==> src/rtl/esd_pkg.sv <==
// esd_pkg: shared types, codes and character-class helpers for the
// escape sequence decoder. No dependencies.

package esd_pkg;

  typedef enum logic [1:0] {
    PH_TEXT  = 2'd0,
    PH_ESC   = 2'd1,
    PH_NUM   = 2'd2,
    PH_DIGIT = 2'd3
  } phase_e;

  localparam logic [7:0] CH_BACKSLASH = 8'd92;
  localparam logic [7:0] CH_ZERO      = 8'd48;
  localparam logic [7:0] CH_NINE      = 8'd57;
  localparam logic [7:0] CH_SEVEN     = 8'd55;
  localparam logic [7:0] CH_UC_A      = 8'd65;
  localparam logic [7:0] CH_UC_F      = 8'd70;
  localparam logic [7:0] CH_LC_A      = 8'd97;
  localparam logic [7:0] CH_LC_F      = 8'd102;
  localparam logic [7:0] CH_A         = 8'd97;
  localparam logic [7:0] CH_S         = 8'd115;
  localparam logic [7:0] CH_N         = 8'd110;
  localparam logic [7:0] CH_R         = 8'd114;
  localparam logic [7:0] CH_T         = 8'd116;
  localparam logic [7:0] CH_V         = 8'd118;
  localparam logic [7:0] CH_X         = 8'd120;
  localparam logic [7:0] CH_ONE       = 8'd49;
  localparam logic [7:0] CH_TWO       = 8'd50;
  localparam logic [7:0] CH_THREE     = 8'd51;

  localparam logic [7:0] BYTE_BEL   = 8'd7;
  localparam logic [7:0] BYTE_SPACE = 8'd32;
  localparam logic [7:0] BYTE_LF    = 8'd10;
  localparam logic [7:0] BYTE_CR    = 8'd13;
  localparam logic [7:0] BYTE_TAB   = 8'd9;
  localparam logic [7:0] BYTE_VT    = 8'd11;

  localparam int unsigned MaxBeats = 3;

  typedef struct packed {
    phase_e     phase;
    logic [7:0] letter;
    logic [7:0] digit;
  } esd_state_t;

  typedef struct packed {
    logic [1:0]           cnt;
    logic [2:0][7:0]      bytes;
  } esd_res_t;

  function automatic logic is_hex_class(logic [7:0] b);
    return (b >= CH_ZERO && b <= CH_NINE) || (b >= CH_UC_A && b <= CH_UC_F) ||
           (b >= CH_LC_A && b <= CH_LC_F);
  endfunction

  function automatic logic is_octal(logic [7:0] b);
    return b >= CH_ZERO && b <= CH_SEVEN;
  endfunction

  function automatic logic [3:0] hex_nibble(logic [7:0] b);
    return b[6] ? (b[3:0] + 4'd9) : b[3:0];
  endfunction

endpackage

==> src/rtl/esd_decode.sv <==
// esd_decode: combinational decode of one input byte against the held
// escape state; gives the next state and up to three output bytes.
// Depends on esd_pkg.

module esd_decode (
  input  esd_pkg::esd_state_t state_i,
  input  logic [7:0]          byte_i,
  input  logic                last_i,
  output esd_pkg::esd_state_t state_o,
  output esd_pkg::esd_res_t   res_o
);

  function automatic esd_pkg::esd_res_t push(esd_pkg::esd_res_t r, logic [7:0] v);
    esd_pkg::esd_res_t t;
    t = r;
    t.bytes[r.cnt] = v;
    t.cnt = r.cnt + 2'd1;
    return t;
  endfunction

  // plain-text handling of the current byte, appended after any prefix
  function automatic esd_pkg::esd_res_t plain(esd_pkg::esd_res_t r, logic [7:0] b,
                                              logic last);
    esd_pkg::esd_res_t t;
    t = r;
    if (b != esd_pkg::CH_BACKSLASH) begin
      t = push(r, b);
    end else if (last) begin
      t = push(r, esd_pkg::CH_BACKSLASH);
    end
    return t;
  endfunction

  logic       hex_ok;
  logic       oct_ok;
  logic       num_ok;
  logic [7:0] num_val;
  logic       is_numeric_letter;

  assign is_numeric_letter = (byte_i == esd_pkg::CH_X) || (byte_i == esd_pkg::CH_ZERO) ||
                             (byte_i == esd_pkg::CH_ONE) || (byte_i == esd_pkg::CH_TWO) ||
                             (byte_i == esd_pkg::CH_THREE);
  assign hex_ok  = esd_pkg::is_hex_class(byte_i);
  assign oct_ok  = esd_pkg::is_octal(state_i.digit) && esd_pkg::is_octal(byte_i);
  assign num_ok  = hex_ok && ((state_i.letter == esd_pkg::CH_X) || oct_ok);
  assign num_val = (state_i.letter == esd_pkg::CH_X) ?
                   {esd_pkg::hex_nibble(state_i.digit), esd_pkg::hex_nibble(byte_i)} :
                   {state_i.letter[1:0], state_i.digit[2:0], byte_i[2:0]};

  // next state
  always_comb begin
    state_o = state_i;
    state_o.phase = esd_pkg::PH_TEXT;
    case (state_i.phase)
      esd_pkg::PH_TEXT: begin
        if (byte_i == esd_pkg::CH_BACKSLASH && !last_i) state_o.phase = esd_pkg::PH_ESC;
      end
      esd_pkg::PH_ESC: begin
        if (is_numeric_letter && !last_i) begin
          state_o.phase  = esd_pkg::PH_NUM;
          state_o.letter = byte_i;
        end
      end
      esd_pkg::PH_NUM: begin
        if (hex_ok && !last_i) begin
          state_o.phase = esd_pkg::PH_DIGIT;
          state_o.digit = byte_i;
        end else if (byte_i == esd_pkg::CH_BACKSLASH && !last_i) begin
          state_o.phase = esd_pkg::PH_ESC;
        end
      end
      esd_pkg::PH_DIGIT: begin
        if (!num_ok && byte_i == esd_pkg::CH_BACKSLASH && !last_i) begin
          state_o.phase = esd_pkg::PH_ESC;
        end
      end
      default: state_o.phase = esd_pkg::PH_TEXT;
    endcase
    if (last_i) begin
      state_o = '0;
    end
  end

  // output bytes
  always_comb begin
    res_o = '0;
    case (state_i.phase)
      esd_pkg::PH_TEXT: res_o = plain(res_o, byte_i, last_i);
      esd_pkg::PH_ESC: begin
        case (byte_i)
          esd_pkg::CH_BACKSLASH: res_o = push(res_o, esd_pkg::CH_BACKSLASH);
          esd_pkg::CH_A:         res_o = push(res_o, esd_pkg::BYTE_BEL);
          esd_pkg::CH_S:         res_o = push(res_o, esd_pkg::BYTE_SPACE);
          esd_pkg::CH_N:         res_o = push(res_o, esd_pkg::BYTE_LF);
          esd_pkg::CH_R:         res_o = push(res_o, esd_pkg::BYTE_CR);
          esd_pkg::CH_T:         res_o = push(res_o, esd_pkg::BYTE_TAB);
          esd_pkg::CH_V:         res_o = push(res_o, esd_pkg::BYTE_VT);
          default: begin
            if (is_numeric_letter) begin
              if (last_i) res_o = push(res_o, byte_i);
            end else begin
              res_o = push(res_o, esd_pkg::CH_BACKSLASH);
              res_o = push(res_o, byte_i);
            end
          end
        endcase
      end
      esd_pkg::PH_NUM: begin
        if (!(hex_ok && !last_i)) begin
          res_o = push(res_o, state_i.letter);
          res_o = plain(res_o, byte_i, last_i);
        end
      end
      esd_pkg::PH_DIGIT: begin
        if (num_ok) begin
          res_o = push(res_o, num_val);
        end else begin
          res_o = push(res_o, state_i.letter);
          res_o = push(res_o, state_i.digit);
          res_o = plain(res_o, byte_i, last_i);
        end
      end
      default: res_o = '0;
    endcase
  end

endmodule

==> src/rtl/escape_sequence_decoder_top.sv <==
// escape_sequence_decoder_top: backslash escape decoder, byte in, bytes out.
// Instantiates esd_decode; uses esd_pkg.
//
//   channel | direction | beat           | handshake
//   in      | input     | in_byte, last  | in_valid_i / in_stall_o
//   out     | output    | out_byte, last | out_valid_o / out_stall_i
//
// One input beat per cycle when each byte decodes to at most one output and the output is not stalled.
// A beat giving two or three bytes holds the input while the result buffer
// drains, one beat per cycle while the output is not stalled.
// Input is taken when the buffer is empty or its last beat leaves this cycle.
// Reset empties the buffer and returns to plain text. No clearing pass.

module escape_sequence_decoder_top (
  input  logic       clk_i,
  input  logic       rst_ni,
  input  logic       in_valid_i,
  output logic       in_stall_o,
  input  logic [7:0] in_byte_i,
  input  logic       in_last_i,
  output logic       out_valid_o,
  input  logic       out_stall_i,
  output logic [7:0] out_byte_o,
  output logic       out_last_o
);

  esd_pkg::esd_state_t state_q, state_d;
  esd_pkg::esd_res_t   res;
  logic [1:0]          cnt_q, cnt_d;
  logic [2:0][7:0]     buf_q, buf_d;
  logic                last_q, last_d;
  logic                in_acc;
  logic                out_acc;

  esd_decode u_decode (
    .state_i (state_q),
    .byte_i  (in_byte_i),
    .last_i  (in_last_i),
    .state_o (state_d),
    .res_o   (res)
  );

  assign out_valid_o = (cnt_q != 2'd0);
  assign out_byte_o  = buf_q[0];
  assign out_last_o  = last_q && (cnt_q == 2'd1);
  assign out_acc     = out_valid_o && !out_stall_i;
  assign in_stall_o  = !((cnt_q == 2'd0) || ((cnt_q == 2'd1) && !out_stall_i));
  assign in_acc      = in_valid_i && !in_stall_o;

  always_comb begin
    cnt_d  = cnt_q;
    buf_d  = buf_q;
    last_d = last_q;
    if (in_acc) begin
      cnt_d  = res.cnt;
      buf_d  = res.bytes;
      last_d = in_last_i;
    end else if (out_acc) begin
      cnt_d  = cnt_q - 2'd1;
      buf_d  = {8'd0, buf_q[2], buf_q[1]};
    end
  end

  always_ff @(posedge clk_i or negedge rst_ni) begin
    if (!rst_ni) begin
      state_q <= '0;
      cnt_q   <= 2'd0;
      last_q  <= 1'b0;
    end else begin
      if (in_acc) state_q <= state_d;
      cnt_q  <= cnt_d;
      last_q <= last_d;
    end
  end

  always_ff @(posedge clk_i) begin
    buf_q <= buf_d;
  end

`ifndef SYNTH
  a_cnt_range: assert property (@(posedge clk_i) disable iff (!rst_ni)
    cnt_q <= 2'(esd_pkg::MaxBeats))
    else $error("result count out of range");

  a_no_overwrite: assert property (@(posedge clk_i) disable iff (!rst_ni)
    in_acc |-> (cnt_q == 2'd0) || ((cnt_q == 2'd1) && out_acc))
    else $error("input taken over pending results");

  a_last_gives_output: assert property (@(posedge clk_i) disable iff (!rst_ni)
    in_acc && in_last_i |=> (cnt_q != 2'd0) && last_q)
    else $error("final beat produced no output");

  a_last_clears_state: assert property (@(posedge clk_i) disable iff (!rst_ni)
    in_acc && in_last_i |=> state_q.phase == esd_pkg::PH_TEXT)
    else $error("state not cleared after final beat");
`endif

endmodule

==> config.mk <==
export PLATFORM = sky130hd
export DESIGN_NAME = escape_sequence_decoder_top
export DESIGN_NICKNAME = d
export VERILOG_FILES = /design/src/rtl/esd_pkg.sv /design/src/rtl/esd_decode.sv /design/src/rtl/escape_sequence_decoder_top.sv
export SDC_FILE = /design/constraint.sdc
export NUM_CORES = 1
export LEC_CHECK = 0
export BUFFER_PORTS_ARGS = -buffer_cell sky130_fd_sc_hd__buf_2
export CAP_MARGIN = 20
export CORE_MARGIN = 3
export CORE_UTILIZATION = 35
export CTS_CLUSTER_SIZE = 24
export DETAILED_ROUTE_END_ITERATION = 10
export GPL_ROUTABILITY_DRIVEN = 0
export PLACE_DENSITY = 0.6
export SKIP_LAST_GASP = 1
export SYNTH_ARGS = -nofsm -noshare
export SYNTH_HDL_FRONTEND = slang
export SYNTH_SLANG_ARGS = --single-unit
export TNS_END_PERCENT = 1
==> constraint.sdc <==
create_clock -name clk_i -period 4.1 [get_ports clk_i]
set_input_delay 0.82 -clock clk_i [delete_from_list [all_inputs] [get_ports clk_i]]
set_output_delay 0.82 -clock clk_i [all_outputs]
set_load 0.02 [all_outputs]
==> results.toml <==
[global_routing]
grt_pass1_vias = 2694
grt_max_degree = 29
grt_usage = 0.184
overflow = 0
antenna_found_initial = 0
grt_pass1_wl_um = 14500

[synth]
yosys.area.top_type = "edfxtp_1"
syn-num-nets = 367
netlist_top_cells_area = "edfxtp_1 23%, dfrtp_1 17%, nand2_1 4.3%, and2_1 3.7%, o21ai_0 3.3%"
yosys_most_used_dff = "edfxtp_1"
synth_area_um2 = 3180
netlist-cell-type-count = 65
ys_async_sr_fraction = 0.467
synth_edf_count = 24
synthCells = 346
synth_warnings = 0
synth-seq-area-share = 0.392
synth_area_per_cell_um2 = 9.18
synth_top_area_frac = 0.227
synth_seq_cells = 45

[die]
fp.coreArea_um2 = 8760
die_h_um = 101
io_pins = 24
initial_core_util = 0.362
die_area_um2 = 10300
die_x_um = 101
rows = 34

[route]
drt_wl_total_um = 9230
ant_nets = 0
drc = 0
routedWlPerCell_um = 20.2
drt-initial-drc-count = 345
viasPerCell = 6.22
vias = 2851
dr.pass1.iters = 4

[power]
max-vdd-ir-drop_v = 0.000153
leakage_nw = 1.34
p_per_area_nw_per_um2 = 444

[timing]
worst-slew-pin-transition_ns = 0.862
rsz0062_at_grt = "no"
fin_worst_skew_ns = 0.0103
fmax_mhz = 312
slew_headroom = 0.423
setup_tns_ns = 0
finalSetupViolCount = 0
finalCritPeriodShare = 0.782
finalHoldViolCount = 0
slew_violations = 0
period_needed_ns = 3.21

[layout]
register_area_um2 = 1250
filler_cell_count = 877
post-route-util = 0.386
final_net_count = 370
drive_gt1_frac = 0.143
instances_no_fill = 458
multi_input_area_um2 = 1750
area_growth_pct = 6.62
n_antenna_cell = 0

[clock_network]
clkSinkCount = 45
cts_resized = 0
clkLatencyLatePin_ns = 0.30
postCtsSetupBuffers = 0
htreeDepth = 2
numCtsBuffers = 5
ctsHoldBuffers = 0
max-clock-path-buffers = 2
clk_transition_reported_paths_ns = 0.09
clockRootBuffer = "clkbuf_8"
cts_tree = "built"

[setup_path]
crit_type = "input port to flip-flop"
startpoint_type = "input port"
worst_ep_required_time_ns = 4.24
rr_worst_depth = 8
regToRegStartpoint = "cnt_q[1]"
cp-end-kind = "flip-flop"
crit_arrival_ns = 3.34
cp_max_fo = 10
timing.rr.end = "buf_q[17]"
r2r_setup_slack_ns = 1.47

[placed_design]
numPlacedInstances = 450
port_buffers = 23
dp_hpwl_um = 6720

[worst_hold_path]
worstHoldStart = "last_q"
min_path_type = "flip-flop to flip-flop"
hold_end = "last_q"
worstHoldPathCells = 2

[run]
maxCapViolations = 0

[status]
outcome = "complete, no violations"
-- layout make-up --
type	instances	share of cell area
Tap cell	108	0.0399
Timing Repair Buffer	26	0.0407
Multi-Input combinational cell	261	0.516
Inverter	10	0.0111
Clock buffer	7	0.0225
Clock inverter	1	0.00148
Sequential cell	45	0.368
-- logic make-up after synthesis --
kind of cell,synth area share
AOI/OAI and AO/OA,0.247
DFF,0.392
buffers and inverters,0.0595
xor gates and xnor gates,0.0193
and+or+nand+nor,0.247
muxes,0.00355
adders and majority gates,0.0315
-- worst max-delay path, cell delays in order --
cell and delay [ns]:
buf_2 0.18, inv_1 0.15, ha_1 0.28, or3_1 0.40
o211a_1 0.26, or2_1 0.36, nor3_1 0.59, a32oi_1 0.19
o211ai_1 0.12
-- where the power goes --
part / switching [W] / internal (W)
registers: 0.0000499 / 0.000638
clock network: 0.000152 / 0.000120
logic: 0.000353 / 0.000193
total: 0.000555 / 0.000950
-- routing by layer --
metal	routed length, µm	vias up	global-route usage
met1	3970	1357	0.242
met5	0	-	0
met3	687	27	0.0475
met2	4270	154	0.289
li1	-	1313	-
met4	312	0	0.0736
-- flip-flops by register name, summed over array words and instances (netlist names) --
name,count
state_q,18
last_q,1
out_byte_o,8
buf_q,16
cnt_q,2
-- per-stage QoR --
step	worst slack (ns)	hold WS, ns	cell area [µm²]	total power, W
after floorplan	0.430	0.442	3180	0.00110
after global placement	0.688	0.471	3300	0.00124
after detailed placement	0.632	0.477	3300	0.00124
after CTS	0.940	0.497	3390	0.00151
after global routing	0.737	0.507	3390	0.00160
final	0.895	0.484	3390	0.00150
-- cell usage after synthesis (3+ instances only) --
cell       n
a21o_1     3
a21oi_1   20
a221o_1    6
a311o_1    3
a32oi_1    5
and2_1    19
and3_1    12
buf_2      7
buf_4      8
clkbuf_1  15
dfrtp_1   21
edfxtp_1  24
ha_1       8
inv_1     10
nand2_1   36
nand2b_1   3
nand3_1    9
nand3b_1   5
nand4_1    3
nand4b_1   4
nor2_1    16
nor2b_1    6
nor3_1     7
o211ai_1   6
o21ai_0   21
o21bai_1   3
o22ai_1    4
o31ai_1    5
or3_1      3
xnor2_1    6
-- layout by cell type (no fill, tap or decap), types with 6 or more instances in the layout --
cell and count:
nand3_1 9, nand2_1 36, buf_2 23, nor3_1 7, ha_1 8, and3_1 12, o211ai_1 6, and2_1 19
nor2b_1 6, nor2_1 16, inv_1 10, o21ai_0 19, a21oi_1 20, edfxtp_1 24, a221o_1 6, xnor2_1 6
dfrtp_1 21
-- how the worst max path moves through the flow --
stage | start | endpoint | slack [ns] | cells past startpoint
detailed placement | in_byte_i[1] | buf_q[9] | 0.63 | 9
global route | in_byte_i[1] | out_byte_o[2] | 0.74 | 9
finish | in_byte_i[1] | buf_q[9] | 0.89 | 9
CTS | in_byte_i[1] | buf_q[9] | 0.94 | 9
floorplan | out_stall_i | cnt_q[1] | 0.43 | 4
global placement | in_byte_i[1] | out_byte_o[2] | 0.69 | 9
No activity file was read; power rests on OpenSTA's default activity.
